<file path="config.mk">
export PLATFORM = sky130hd
export DESIGN_NAME = task_round_robin_scheduler_unit_flat
export DESIGN_NICKNAME = d
export VERILOG_FILES = /design/src/trrs_pkg.sv /design/src/trrs_req_if.sv /design/src/trrs_rsp_if.sv /design/src/trrs_ctx_ram.sv /design/src/trrs_picker.sv /design/src/task_round_robin_scheduler_unit.sv /design/src/flat_wrapper.sv
export SDC_FILE = /design/constraint.sdc
export NUM_CORES = 1
export LEC_CHECK = 0
export BUFFER_PORTS_ARGS = -buffer_cell sky130_fd_sc_hd__buf_2
export CORE_MARGIN = 8
export CORE_UTILIZATION = 45
export DETAILED_ROUTE_END_ITERATION = 10
export GPL_ROUTABILITY_DRIVEN = 0
export PLACE_DENSITY_LB_ADDON = 0.15
export RECOVER_POWER = 50
export SLEW_MARGIN = 20
export SYNTH_ARGS = -nofsm -noshare
export SYNTH_HDL_FRONTEND = slang
export SYNTH_HIERARCHICAL = 1
export SYNTH_SLANG_ARGS = --single-unit
</file>
<file path="constraint.sdc">
create_clock -name clk -period 13 [get_ports clk]
set_input_delay 0 -clock clk [delete_from_list [all_inputs] [get_ports clk]]
set_output_delay 0 -clock clk [all_outputs]
set_load 0.02 [all_outputs]
</file>
<file path="src/trrs_pkg.sv">
// ----------------------------------------------------------------------------
// trrs_pkg
// shared constants, codes, types and helpers of the round robin scheduler
// ----------------------------------------------------------------------------
package trrs_pkg;

  localparam int NUM_SLOTS = 16;
  localparam int SLOT_W    = (NUM_SLOTS > 1) ? $clog2(NUM_SLOTS) : 1;
  localparam int OP_W      = 3;
  localparam int CTX_W     = 32;
  localparam int STATUS_W  = 2;
  localparam int TASK_W    = 5;
  localparam int MASK_W    = 16;
  localparam int PAD_W     = (NUM_SLOTS > MASK_W) ? NUM_SLOTS : MASK_W;

  // operation codes
  localparam logic [OP_W-1:0] OP_SCHED  = 3'd0;
  localparam logic [OP_W-1:0] OP_CREATE = 3'd1;
  localparam logic [OP_W-1:0] OP_EXIT   = 3'd2;
  localparam logic [OP_W-1:0] OP_REAP   = 3'd3;
  localparam logic [OP_W-1:0] OP_START  = 3'd4;

  // slot states
  localparam logic [1:0] ST_FREE  = 2'd0;
  localparam logic [1:0] ST_READY = 2'd1;
  localparam logic [1:0] ST_RUN   = 2'd2;
  localparam logic [1:0] ST_DEAD  = 2'd3;

  // result status codes
  localparam logic [STATUS_W-1:0] STATUS_OK       = 2'd0;
  localparam logic [STATUS_W-1:0] STATUS_NO_FREE  = 2'd1;
  localparam logic [STATUS_W-1:0] STATUS_NO_READY = 2'd2;
  localparam logic [STATUS_W-1:0] STATUS_HALTED   = 2'd3;

  localparam logic [TASK_W-1:0] TASK_NONE = 5'h1f;

  typedef logic [1:0]        slot_st_t;
  typedef logic [SLOT_W-1:0] slot_idx_t;

  // slot search results handed from the picker to the control
  typedef struct packed {
    logic                 free_found;
    slot_idx_t            free_idx;
    logic                 ready_found;
    slot_idx_t            ready_idx;
    logic [NUM_SLOTS-1:0] reap_vec;
  } pick_t;

  // slot index as the 5-bit task slot, all ones for no task
  function automatic logic [TASK_W-1:0] to_task_slot(input logic vld, input slot_idx_t idx);
    logic [31:0] wide;
    wide = 32'(idx);
    return vld ? wide[TASK_W-1:0] : TASK_NONE;
  endfunction

endpackage

</file>
<file path="src/trrs_req_if.sv">
// ----------------------------------------------------------------------------
// trrs_req_if
// request channel: operation and context pointer
// ----------------------------------------------------------------------------
interface trrs_req_if;
  import trrs_pkg::*;

  logic             valid;
  logic             ready;
  logic [OP_W-1:0]  op;
  logic [CTX_W-1:0] context_req;

  modport source (output valid, output op, output context_req, input ready);
  modport sink (input valid, input op, input context_req, output ready);
endinterface

</file>
<file path="src/trrs_rsp_if.sv">
// ----------------------------------------------------------------------------
// trrs_rsp_if
// response channel: status, resume context, task slot, freed mask
// ----------------------------------------------------------------------------
interface trrs_rsp_if;
  import trrs_pkg::*;

  logic                       valid;
  logic                       ready;
  logic [STATUS_W-1:0]        status;
  logic [CTX_W-1:0]           resume_context;
  logic signed [TASK_W-1:0]   task_slot;
  logic [MASK_W-1:0]          freed_mask;

  modport source (
    output valid, output status, output resume_context, output task_slot,
    output freed_mask, input ready
  );
  modport sink (
    input valid, input status, input resume_context, input task_slot,
    input freed_mask, output ready
  );
endinterface

</file>
<file path="src/trrs_ctx_ram.sv">
// ----------------------------------------------------------------------------
// trrs_ctx_ram
// generic single write, single read ram with registered read data
// ----------------------------------------------------------------------------
module trrs_ctx_ram #(
  parameter int DEPTH = 16,
  parameter int WIDTH = 32
) (
  input  logic                                       clk,
  input  logic                                       we,
  input  logic [((DEPTH > 1) ? $clog2(DEPTH) : 1)-1:0] waddr,
  input  logic [WIDTH-1:0]                           wdata,
  input  logic [((DEPTH > 1) ? $clog2(DEPTH) : 1)-1:0] raddr,
  output logic [WIDTH-1:0]                           rdata
);

  logic [WIDTH-1:0] mem [DEPTH];

  always_ff @(posedge clk) begin
    if (we) begin
      mem[waddr] <= wdata;
    end
    rdata <= mem[raddr];
  end

endmodule

</file>
<file path="src/trrs_picker.sv">
// ----------------------------------------------------------------------------
// trrs_picker
// slot table search: lowest free slot, round robin ready slot, reap set
// ----------------------------------------------------------------------------
module trrs_picker (
  input  trrs_pkg::slot_st_t  st [trrs_pkg::NUM_SLOTS],
  input  logic                run_valid,
  input  trrs_pkg::slot_idx_t run_idx,
  input  logic                incl_cur,
  output trrs_pkg::pick_t     pick
);
  import trrs_pkg::*;

  logic [NUM_SLOTS-1:0]   ready_vec;
  logic [NUM_SLOTS-1:0]   free_vec;
  logic [NUM_SLOTS-1:0]   reap_vec;
  logic [2*NUM_SLOTS-1:0] rot;
  logic [SLOT_W:0]        start_ext;
  slot_idx_t              start;
  slot_idx_t              off;
  logic [SLOT_W:0]        idx_ext;
  logic                   ready_found;
  slot_idx_t              ready_idx;
  logic                   free_found;
  slot_idx_t              free_idx;

  always_comb begin
    for (int i = 0; i < NUM_SLOTS; i++) begin
      ready_vec[i] = (st[i] == ST_READY) ||
                     (incl_cur && run_valid && run_idx == SLOT_W'(i) && st[i] == ST_RUN);
      free_vec[i]  = (st[i] == ST_FREE);
      reap_vec[i]  = (st[i] == ST_DEAD) && !(run_valid && run_idx == SLOT_W'(i));
    end
  end

  // search starts one past the running slot, wrapping
  always_comb begin
    start_ext = {1'b0, run_idx} + (SLOT_W+1)'(1);
    if (!run_valid || start_ext == (SLOT_W+1)'(NUM_SLOTS)) begin
      start = '0;
    end else begin
      start = start_ext[SLOT_W-1:0];
    end
  end

  always_comb begin
    rot = {ready_vec, ready_vec} >> start;
    off = '0;
    ready_found = 1'b0;
    for (int i = NUM_SLOTS - 1; i >= 0; i--) begin
      if (rot[i]) begin
        off = SLOT_W'(i);
        ready_found = 1'b1;
      end
    end
    idx_ext = {1'b0, start} + {1'b0, off};
    if (idx_ext >= (SLOT_W+1)'(NUM_SLOTS)) begin
      idx_ext = idx_ext - (SLOT_W+1)'(NUM_SLOTS);
    end
    ready_idx = idx_ext[SLOT_W-1:0];
  end

  always_comb begin
    free_found = 1'b0;
    free_idx   = '0;
    for (int i = NUM_SLOTS - 1; i >= 0; i--) begin
      if (free_vec[i]) begin
        free_found = 1'b1;
        free_idx   = SLOT_W'(i);
      end
    end
  end

  assign pick = {free_found, free_idx, ready_found, ready_idx, reap_vec};

endmodule

</file>
<file path="src/task_round_robin_scheduler_unit.sv">
// ----------------------------------------------------------------------------
// task_round_robin_scheduler_unit
// round robin task scheduler over a table of task slots with saved contexts
// ----------------------------------------------------------------------------
//
//   channel  dir  handshake     payload
//   req      in   valid/ready   op, context_req
//   rsp      out  valid/ready   status, resume_context, task_slot, freed_mask
//
// one request beat steps through accept, execute (slot table update and
// context write), context ram read and result load, in that order; the ram
// read data is registered, so the read follows the context write
// reset (sync, active high) frees all slots, clears the running task, the
// enable and the halt flag; context ram contents are left as they are
// a response waits in the output register; the next request is taken while
// it waits, and the result load stalls only until that register drains
// ----------------------------------------------------------------------------
module task_round_robin_scheduler_unit (
  input  logic             clk,
  input  logic             rst,
  trrs_req_if.sink         req,
  trrs_rsp_if.source       rsp
);
  import trrs_pkg::*;

  localparam logic [1:0] S_IDLE = 2'd0;
  localparam logic [1:0] S_EXEC = 2'd1;
  localparam logic [1:0] S_READ = 2'd2;
  localparam logic [1:0] S_FIN  = 2'd3;

  logic [1:0]       state;

  // captured request
  logic [OP_W-1:0]  op_q;
  logic [CTX_W-1:0] ctx_q;

  // scheduler state
  slot_st_t         st [NUM_SLOTS];
  slot_st_t         st_next [NUM_SLOTS];
  logic             run_valid, run_valid_next;
  slot_idx_t        run_idx, run_idx_next;
  logic             en, en_next;
  logic             halted, halted_next;

  // result of the execute step
  logic [STATUS_W-1:0] res_status, res_status_next;
  logic [CTX_W-1:0]    res_ctx, res_ctx_next;
  logic [TASK_W-1:0]   res_slot, res_slot_next;
  logic [MASK_W-1:0]   res_mask, res_mask_next;
  logic                use_mem, use_mem_next;
  slot_idx_t           rd_addr, rd_addr_next;

  // context ram access
  logic             mem_we;
  slot_idx_t        mem_waddr;
  logic [CTX_W-1:0] mem_rdata;

  // output register
  logic                     out_valid;
  logic [STATUS_W-1:0]      out_status;
  logic [CTX_W-1:0]         out_ctx;
  logic signed [TASK_W-1:0] out_slot;
  logic [MASK_W-1:0]        out_mask;
  logic                     out_free;

  pick_t            pick;
  logic [PAD_W-1:0] reap_pad;

  trrs_picker u_picker (
    .st        (st),
    .run_valid (run_valid),
    .run_idx   (run_idx),
    .incl_cur  (op_q == OP_SCHED),
    .pick      (pick)
  );

  trrs_ctx_ram #(
    .DEPTH (NUM_SLOTS),
    .WIDTH (CTX_W)
  ) u_ctx_ram (
    .clk   (clk),
    .we    (mem_we && state == S_EXEC),
    .waddr (mem_waddr),
    .wdata (ctx_q),
    .raddr (rd_addr),
    .rdata (mem_rdata)
  );

  assign req.ready = (state == S_IDLE);
  assign out_free  = !out_valid || rsp.ready;
  assign reap_pad  = PAD_W'(pick.reap_vec);

  // execute step: decide the slot table update and the result
  always_comb begin
    st_next         = st;
    run_valid_next  = run_valid;
    run_idx_next    = run_idx;
    en_next         = en;
    halted_next     = halted;
    res_status_next = STATUS_OK;
    res_ctx_next    = '0;
    res_slot_next   = TASK_NONE;
    res_mask_next   = '0;
    use_mem_next    = 1'b0;
    rd_addr_next    = '0;
    mem_we          = 1'b0;
    mem_waddr       = run_idx;

    if (halted) begin
      res_status_next = STATUS_HALTED;
    end else begin
      case (op_q)
        OP_SCHED, OP_EXIT: begin
          if (op_q == OP_EXIT && run_valid) begin
            st_next[run_idx] = ST_DEAD;
          end
          if (!en) begin
            if (op_q == OP_SCHED) begin
              // scheduling off: hand the caller's context straight back
              res_ctx_next  = ctx_q;
              res_slot_next = to_task_slot(run_valid, run_idx);
            end else begin
              halted_next     = 1'b1;
              res_status_next = STATUS_HALTED;
            end
          end else begin
            // save the caller's context, requeue a running task
            if (run_valid) begin
              mem_we = 1'b1;
              if (op_q == OP_SCHED && st[run_idx] == ST_RUN) begin
                st_next[run_idx] = ST_READY;
              end
            end
            if (pick.ready_found) begin
              run_valid_next          = 1'b1;
              run_idx_next            = pick.ready_idx;
              st_next[pick.ready_idx] = ST_RUN;
              use_mem_next            = 1'b1;
              rd_addr_next            = pick.ready_idx;
              res_slot_next           = to_task_slot(1'b1, pick.ready_idx);
            end else begin
              // nothing runnable: the block stops until reset
              halted_next     = 1'b1;
              res_status_next = STATUS_HALTED;
            end
          end
        end
        OP_CREATE: begin
          if (pick.free_found) begin
            mem_we                 = 1'b1;
            mem_waddr              = pick.free_idx;
            st_next[pick.free_idx] = ST_READY;
            res_slot_next          = to_task_slot(1'b1, pick.free_idx);
          end else begin
            res_status_next = STATUS_NO_FREE;
          end
        end
        OP_REAP: begin
          for (int i = 0; i < NUM_SLOTS; i++) begin
            if (pick.reap_vec[i]) begin
              st_next[i] = ST_FREE;
            end
          end
          res_mask_next = reap_pad[MASK_W-1:0];
        end
        OP_START: begin
          if (en) begin
            res_ctx_next  = ctx_q;
            res_slot_next = to_task_slot(run_valid, run_idx);
          end else if (pick.ready_found) begin
            run_valid_next          = 1'b1;
            run_idx_next            = pick.ready_idx;
            st_next[pick.ready_idx] = ST_RUN;
            en_next                 = 1'b1;
            use_mem_next            = 1'b1;
            rd_addr_next            = pick.ready_idx;
            res_slot_next           = to_task_slot(1'b1, pick.ready_idx);
          end else begin
            res_status_next = STATUS_NO_READY;
          end
        end
        default: begin
          // unused op: plain zeros, no task
        end
      endcase
    end
  end

  // control sequence and state update
  always_ff @(posedge clk) begin
    if (rst) begin
      state     <= S_IDLE;
      run_valid <= 1'b0;
      run_idx   <= '0;
      en        <= 1'b0;
      halted    <= 1'b0;
      for (int i = 0; i < NUM_SLOTS; i++) begin
        st[i] <= ST_FREE;
      end
    end else begin
      unique case (state)
        S_IDLE: begin
          if (req.valid) begin
            state <= S_EXEC;
          end
        end
        S_EXEC: begin
          st        <= st_next;
          run_valid <= run_valid_next;
          run_idx   <= run_idx_next;
          en        <= en_next;
          halted    <= halted_next;
          state     <= S_READ;
        end
        S_READ: begin
          state <= S_FIN;
        end
        S_FIN: begin
          if (out_free) begin
            state <= S_IDLE;
          end
        end
        default: begin
          state <= S_IDLE;
        end
      endcase
    end
  end

  // request capture and pending result, no reset needed
  always_ff @(posedge clk) begin
    if (state == S_IDLE && req.valid) begin
      op_q  <= req.op;
      ctx_q <= req.context_req;
    end
    if (state == S_EXEC) begin
      res_status <= res_status_next;
      res_ctx    <= res_ctx_next;
      res_slot   <= res_slot_next;
      res_mask   <= res_mask_next;
      use_mem    <= use_mem_next;
      rd_addr    <= rd_addr_next;
    end
  end

  // output register
  always_ff @(posedge clk) begin
    if (rst) begin
      out_valid <= 1'b0;
    end else if (state == S_FIN && out_free) begin
      out_valid <= 1'b1;
    end else if (rsp.ready) begin
      out_valid <= 1'b0;
    end
  end

  always_ff @(posedge clk) begin
    if (state == S_FIN && out_free) begin
      out_status <= res_status;
      out_ctx    <= use_mem ? mem_rdata : res_ctx;
      out_slot   <= res_slot;
      out_mask   <= res_mask;
    end
  end

  assign rsp.valid          = out_valid;
  assign rsp.status         = out_status;
  assign rsp.resume_context = out_ctx;
  assign rsp.task_slot      = out_slot;
  assign rsp.freed_mask     = out_mask;

endmodule

</file>
<file path="src/flat_wrapper.sv">
// flat-port wrapper written by rule: the top's interface ports become plain ports
module task_round_robin_scheduler_unit_flat import trrs_pkg::*;
  (clk, rst, req_valid, req_op, req_context_req, req_ready, rsp_valid, rsp_status, rsp_resume_context, rsp_task_slot, rsp_freed_mask, rsp_ready);
  trrs_req_if req_i ();
  trrs_rsp_if rsp_i ();
  input  logic clk;
  input  logic rst;
  input wire logic [$bits(req_i.valid)-1:0] req_valid;
  input wire logic [$bits(req_i.op)-1:0] req_op;
  input wire logic [$bits(req_i.context_req)-1:0] req_context_req;
  output wire logic [$bits(req_i.ready)-1:0] req_ready;
  output wire logic [$bits(rsp_i.valid)-1:0] rsp_valid;
  output wire logic [$bits(rsp_i.status)-1:0] rsp_status;
  output wire logic [$bits(rsp_i.resume_context)-1:0] rsp_resume_context;
  output wire logic [$bits(rsp_i.task_slot)-1:0] rsp_task_slot;
  output wire logic [$bits(rsp_i.freed_mask)-1:0] rsp_freed_mask;
  input wire logic [$bits(rsp_i.ready)-1:0] rsp_ready;
  assign req_i.valid = req_valid;
  assign req_i.op = req_op;
  assign req_i.context_req = req_context_req;
  assign req_ready = req_i.ready;
  assign rsp_valid = rsp_i.valid;
  assign rsp_status = rsp_i.status;
  assign rsp_resume_context = rsp_i.resume_context;
  assign rsp_task_slot = rsp_i.task_slot;
  assign rsp_freed_mask = rsp_i.freed_mask;
  assign rsp_i.ready = rsp_ready;
  task_round_robin_scheduler_unit u_core (.clk(clk), .rst(rst), .req(req_i), .rsp(rsp_i));
endmodule
</file>
== Word level (Yosys, flattened, before mapping) ==
Memories as Yosys holds them, arrays and structs flattened. A register that Yosys moved wholly into a read port is not among the register bits.
Cells that the tools add are included.

* Memories: 1
* Register bits: 192
* Output and inout port bits: 57
* RAM bits: 512
* Bits of input ports: 39

{| class="wikitable"
|+ Memories
! memory !! depth !! width !! read ports !! clocked after memory_dff !! write ports !! RTL line !! source
|-
| u_core.u_ctx_ram.mem || 16 || 32 || 1 || 1 || 1 || trrs_ctx_ram.sv:17 || <nowiki>logic [WIDTH-1:0] mem [DEPTH];</nowiki>
|}

* Equal/unequal tests: 94
* $lt $le $gt $ge: 7
* Reductions and logical operators: 152
* Shifts and indexed selects: 1
* $add $sub $neg: 3
* Muxes and demuxes: 161
* Bitwise operators: 17

{| class="wikitable"
|+ Operators by type and width
! operator !! count
|-
| $mux W32 || 17
|-
| $mux W4 || 43
|-
| $pmux W32 S4 || 1
|-
| $reduce_and A7 Y1 || 16
|-
| $logic_and A1 B1 Y1 || 73
|-
| $eq A2 B2 Y1 const B || 35
|-
| $and A16 B16 Y16 || 4
|-
| $or A16 B16 Y16 || 4
|-
| $pmux W32 S2 || 1
|-
| $mux W2 || 28
|-
| $mux W1 || 53
|-
| $not A16 Y16 || 3
|-
| $ne A2 B1 Y1 const B || 18
|-
| $eq A2 B1 Y1 const B || 17
|-
| $logic_not A2 Y1 || 17
|-
| $eq A4 B4 Y1 const B || 8
|-
| $or A32 B32 Y32 || 1
|-
| $shr A32 B4 Y16 || 1
|-
| $mux W5 || 6
|-
| $demux W2 S4 || 3
|-
| $ge A5 B5 Y1 const B || 4
|-
| $logic_not A1 Y1 || 18
|-
| $logic_or A1 B1 Y1 || 18
|-
| $eq A4 B3 Y1 const B || 4
|-
| 27 further kinds || 42
|}

== Logic depth before layout (Yosys ltp) ==
* Word-level depth: 35
* Mapped depth: 26

== Modules after synthesis ==
The synthesis kept the hierarchy.

{| class="wikitable"
|+ By module, submodules not included
! module !! area each (µm²) !! instances !! seq. area each (µm²) !! cells each
|-
| trrs_ctx_ram || 19835.3 || 1 || 16015.4 || 838
|-
| task_round_robin_scheduler_unit || 9451.6 || 1 || 5345.1 || 852
|-
| trrs_picker || 2565.0 || 1 || 0.0 || 345
|}

== Worst setup path before layout ==
Ideal clock, no wire load.

* Path kind: reg2reg
* From: register u_core.state[1]
* To: memory u_core.u_ctx_ram.mem[0][0] (enable)
* Cell stages (with the launch flop): 7
* Clock period less this slack: 5777 ps
* Library setup time: 461 ps
* Data required time: 12539 ps
* Path slack: 7223 ps
* Path buffers: 0
* Arrival time: 5316 ps
* Path through: dfxtp_1 > inv_1 > ha_1 > nor2b_1 > nor3b_1 > or3b_2 > nor3_1

* Longest elaborated chain between the ends: 4

{| class="wikitable"
|+ RTL lines
! item !! RTL line !! source
|-
| start, declared || task_round_robin_scheduler_unit.sv:31 || <nowiki>logic [1:0] state;</nowiki>
|-
| start signal, assigned || task_round_robin_scheduler_unit.sv:192 || <nowiki>state <= S_IDLE;</nowiki>
|-
| start signal, assigned || task_round_robin_scheduler_unit.sv:204 || <nowiki>state <= S_EXEC;</nowiki>
|-
| start signal, assigned || task_round_robin_scheduler_unit.sv:213 || <nowiki>state <= S_READ;</nowiki>
|-
| $eq A2 B1 Y1 || task_round_robin_scheduler_unit.sv:82 || <nowiki>.we (mem_we && state == S_EXEC),</nowiki>
|-
| $logic_and A1 B1 Y1 || task_round_robin_scheduler_unit.sv:82 ||
|-
| $mux W1 || trrs_ctx_ram.sv:20 || <nowiki>if (we) begin</nowiki>
|-
| $mux W1 (implied by the code) || trrs_ctx_ram.sv:21 || <nowiki>mem[waddr] <= wdata;</nowiki>
|-
| end, declared || trrs_ctx_ram.sv:17 ||
|}

Every way passes these cells.

==> metrics.cfg <==
[logic_synthesis]
synth.distinct_cells=95
synth_top_area_cell=edfxtp_1
netlist_top_cells_count=662 x edfxtp_1, 148 x mux4_2, 102 x nand2_1
synth_seq_area_share=0.6706
synth_top_area_frac=0.6241
synth_fa_ha_area_frac=0.005342
yosys-top-cells-area=edfxtp_1 62%, mux4_2 10%, dfxtp_1 4.7%
postSynthAreaPerCell_um2=15.65
ys.flop_type=edfxtp_1
synth_edf_count=662
synthesis.nets=2087
ys_warn_count=6
netlist_area_um2=31850
synth_top_family_by_area=multiplexers
ys_ff_latch=736
synth_xor_area_frac=0.001925
synth_compound_area_frac=0.08870
yosys.area_share.simple=0.08540
syn_inst=2035
synth_most_common_cell=edfxtp_1
synthMuxAreaShare=0.1267
async_reset_ff_frac=0

[routing]
viasPerCell=6.200
drcViolationCount=0
drt-wirelength-per-cell_um=26.68
antenna_left=0
drt-total-wl_um=84800
num_vias=19704
first_pass_iters=8
drt_iter0_markers=2084

[clock_tree]
clk_pin_slew_ns=0.06
cts-hold-fix-buffers=39
htree_levels=3
cts.sinks=736
cts_setup_buffers=0
cts_tree=done
clock_latency_ns=0.62
cts_resized=0
root_buffer=clkbuf_16
cts_buffers=79
clockBufferDepth=3

[die]
rows=97
start_util=0.4548
die_area_um2=79550
core_region_area_um2=70030
fp.dieH_um=282.1
die_w_um=282.1
ios=96

[placement]
dp_slack_ns=6.132
io_buffers=95
hpwl_um=47990

[grt]
grt_pass1_wl_um=126600
grt_overflow=0
antenna_found_initial=0
grt_max_degree=129
grt_use_total=0.2110
grt_pass1_vias=19929

[timing]
timing.final.crit_period_ns=7.104
setup_tns_ns=0
skew_ns=0.03068
fin_ws_ns=5.896
slew_violations=78
timing.fmax_ghz=0.1408
grt_setup_unrepaired=no
timing.final.crit_share=0.5464
hold_viol_final=0
worst_pin_slew_ns=2.995
hold_slack_ns=0.08916
slew_headroom=-1.001
finalSetupViolations=0

[setup_path]
critPathArrivalTime_ns=7.65
cp_slowest_cell=fa_1
required_ns=13.55
crit_family=compound AO/OA/AOI/OAI gates
reg2reg_slack_ns=5.90
worst_setup_path_end_kind=flop
worst_setup_path_start_kind=flop
timing.rr.end=u_core/st[28]
r2r_cells=19
crit_path_max_fanout=47
worstPathCellList=buf_4 -> nand3_2 -> o211ai_2 -> inv_2 -> and4_1 -> nor4b_2 -> o21ai_1 -> a2111oi_0 -> a221oi_1 -> o2bb2a_1 -> o21a_1 -> ha_1 -> fa_1 -> nor2_1 -> a211oi_1 -> o21ai_0 -> a2111oi_0 -> a21oi_1 -> nor2_1
worst-path-buf-inv=2
r2r-start=u_core/run_idx[2]
crit_path_max_incr_delay_ns=1.13
path_class=flop to flop

[worst_hold_path]
min_to=u_core/ctx_q[10]
hold_path_class=input port to flop
min_path_cells=2
min_from=req_context_req[10]

[layout]
nets=2222
n_fill_cell=5761
drive_gt1_frac=0.1949
area_growth_syn_to_layout_pct=14.64

[pwr]
switching_share=0.2974
p_switching_uw=2067
p_seq_frac=0.447
worst_ir_drop_vdd_v=0.0001413
combPwrFrac=0.218
powerDensity_nw_per_um2=190.3
power_frac_clock=0.335
cellLeakagePower_uw=0.01172
p_int_uw=4882

[status]
failed_checks=max-capacitance violations, max-slew violations
status=complete, but fails checks

[run]
drv_cap=3

power groups by stage:
stage | Combinational [uW] | Sequential (uW) | Clock, uW
final | 1510 | 3110 | 2330
after detailed placement | 1500 | 3150 | 0
after global routing | 1620 | 3140 | 2470
after CTS | 1520 | 3110 | 2380
after floorplan | 1040 | 3090 | 0
after global placement | 1490 | 3140 | 0
cell families (layout without fill, tap and decap cells):
logic type | count (synthesis) | in the layout
other | 0 | 1
adder cells (fa/ha/maj) | 13 | 13
flip-flops | 736 | 736
XOR/XNOR | 7 | 7
AO/OA/AOI/OAI | 410 | 410
AND/OR/NAND/NOR | 501 | 501
multiplexers | 213 | 213
buffers and inverters | 155 | 357
how the worst max path moves through the flow:
| stage | startpoint | endpoint | slack (ns) | depth (start not counted) |
|---|---|---|---|---|
| global route | u_core/run_idx[0] | u_core/st[28] | 5.27 | 20 |
| CTS | u_core/run_idx[0] | u_core/st[11] | 6.05 | 20 |
| global placement | u_core/run_idx[2] | u_core/st[11] | 6.18 | 19 |
| finish | u_core/run_idx[2] | u_core/st[28] | 5.90 | 19 |
| detailed placement | u_core/run_idx[0] | u_core/st[11] | 6.13 | 20 |
| floorplan | u_core/state[1] | u_core/u_ctx_ram/mem[0][0] | 7.22 | 6 |
through the flow:
step	cell area, um^2	cells	power [uW]	util
floorplan	31850	2035	4130	-
global placement	33480	2990	4627	0.4781
detailed placement	33480	2990	4651	0.4781
CTS	36610	3177	7001	0.5228
global route	36510	3177	7232	0.5214
finish	36520	3178	6949	0.5214
routing by layer:
metal	part of all wire	GRT usage	vias to the layer above
li1	-	-	8485
met1	0.43	0.2961	10031
met2	0.46	0.3343	996
met3	0.080	0.03934	192
met4	0.027	0.06555	0
met5	0	0	-
layout make-up:
type / instances / area (um^2) / area share
antenna: 1 / 2.502 / 0.00006853
clock inverter: 26 / 455.4 / 0.01247
tap: 940 / 1176 / 0.03221
inverter: 21 / 78.83 / 0.002159
sequential: 736 / 21360 / 0.5850
clock buffer: 122 / 2280 / 0.06243
timing repair buffer: 188 / 1201 / 0.03289
multi-input combinational: 1144 / 9962 / 0.2728
sequential cells by signal (all words and copies together) (netlist names), 3 cells and up:
| register | count |
|---|---|
| u_core/u_ctx_ram/mem | 512 |
| u_core/ctx_q | 32 |
| u_core/res_ctx | 32 |
| u_core/rsp.resume_context | 32 |
| u_core/st | 32 |
| u_core/u_ctx_ram/rdata | 32 |
| u_core/res_mask | 16 |
| u_core/rsp.freed_mask | 16 |
| u_core/res_slot | 5 |
| u_core/rsp.task_slot | 5 |
| u_core/rd_addr | 4 |
| u_core/run_idx | 4 |
| u_core/op_q | 3 |
cells in the final DEF, fill, tap and decap left out, types with 61 or more instances in the layout:
cell	n
edfxtp_1	662
mux4_2	148
nand2_1	102
clkbuf_1	94
nor2_1	85
clkbuf_16	80
a21oi_1	74
dfxtp_1	74
a22oi_1	66
and2_1	61
No activity file was read; power rests on OpenSTA's default activity.
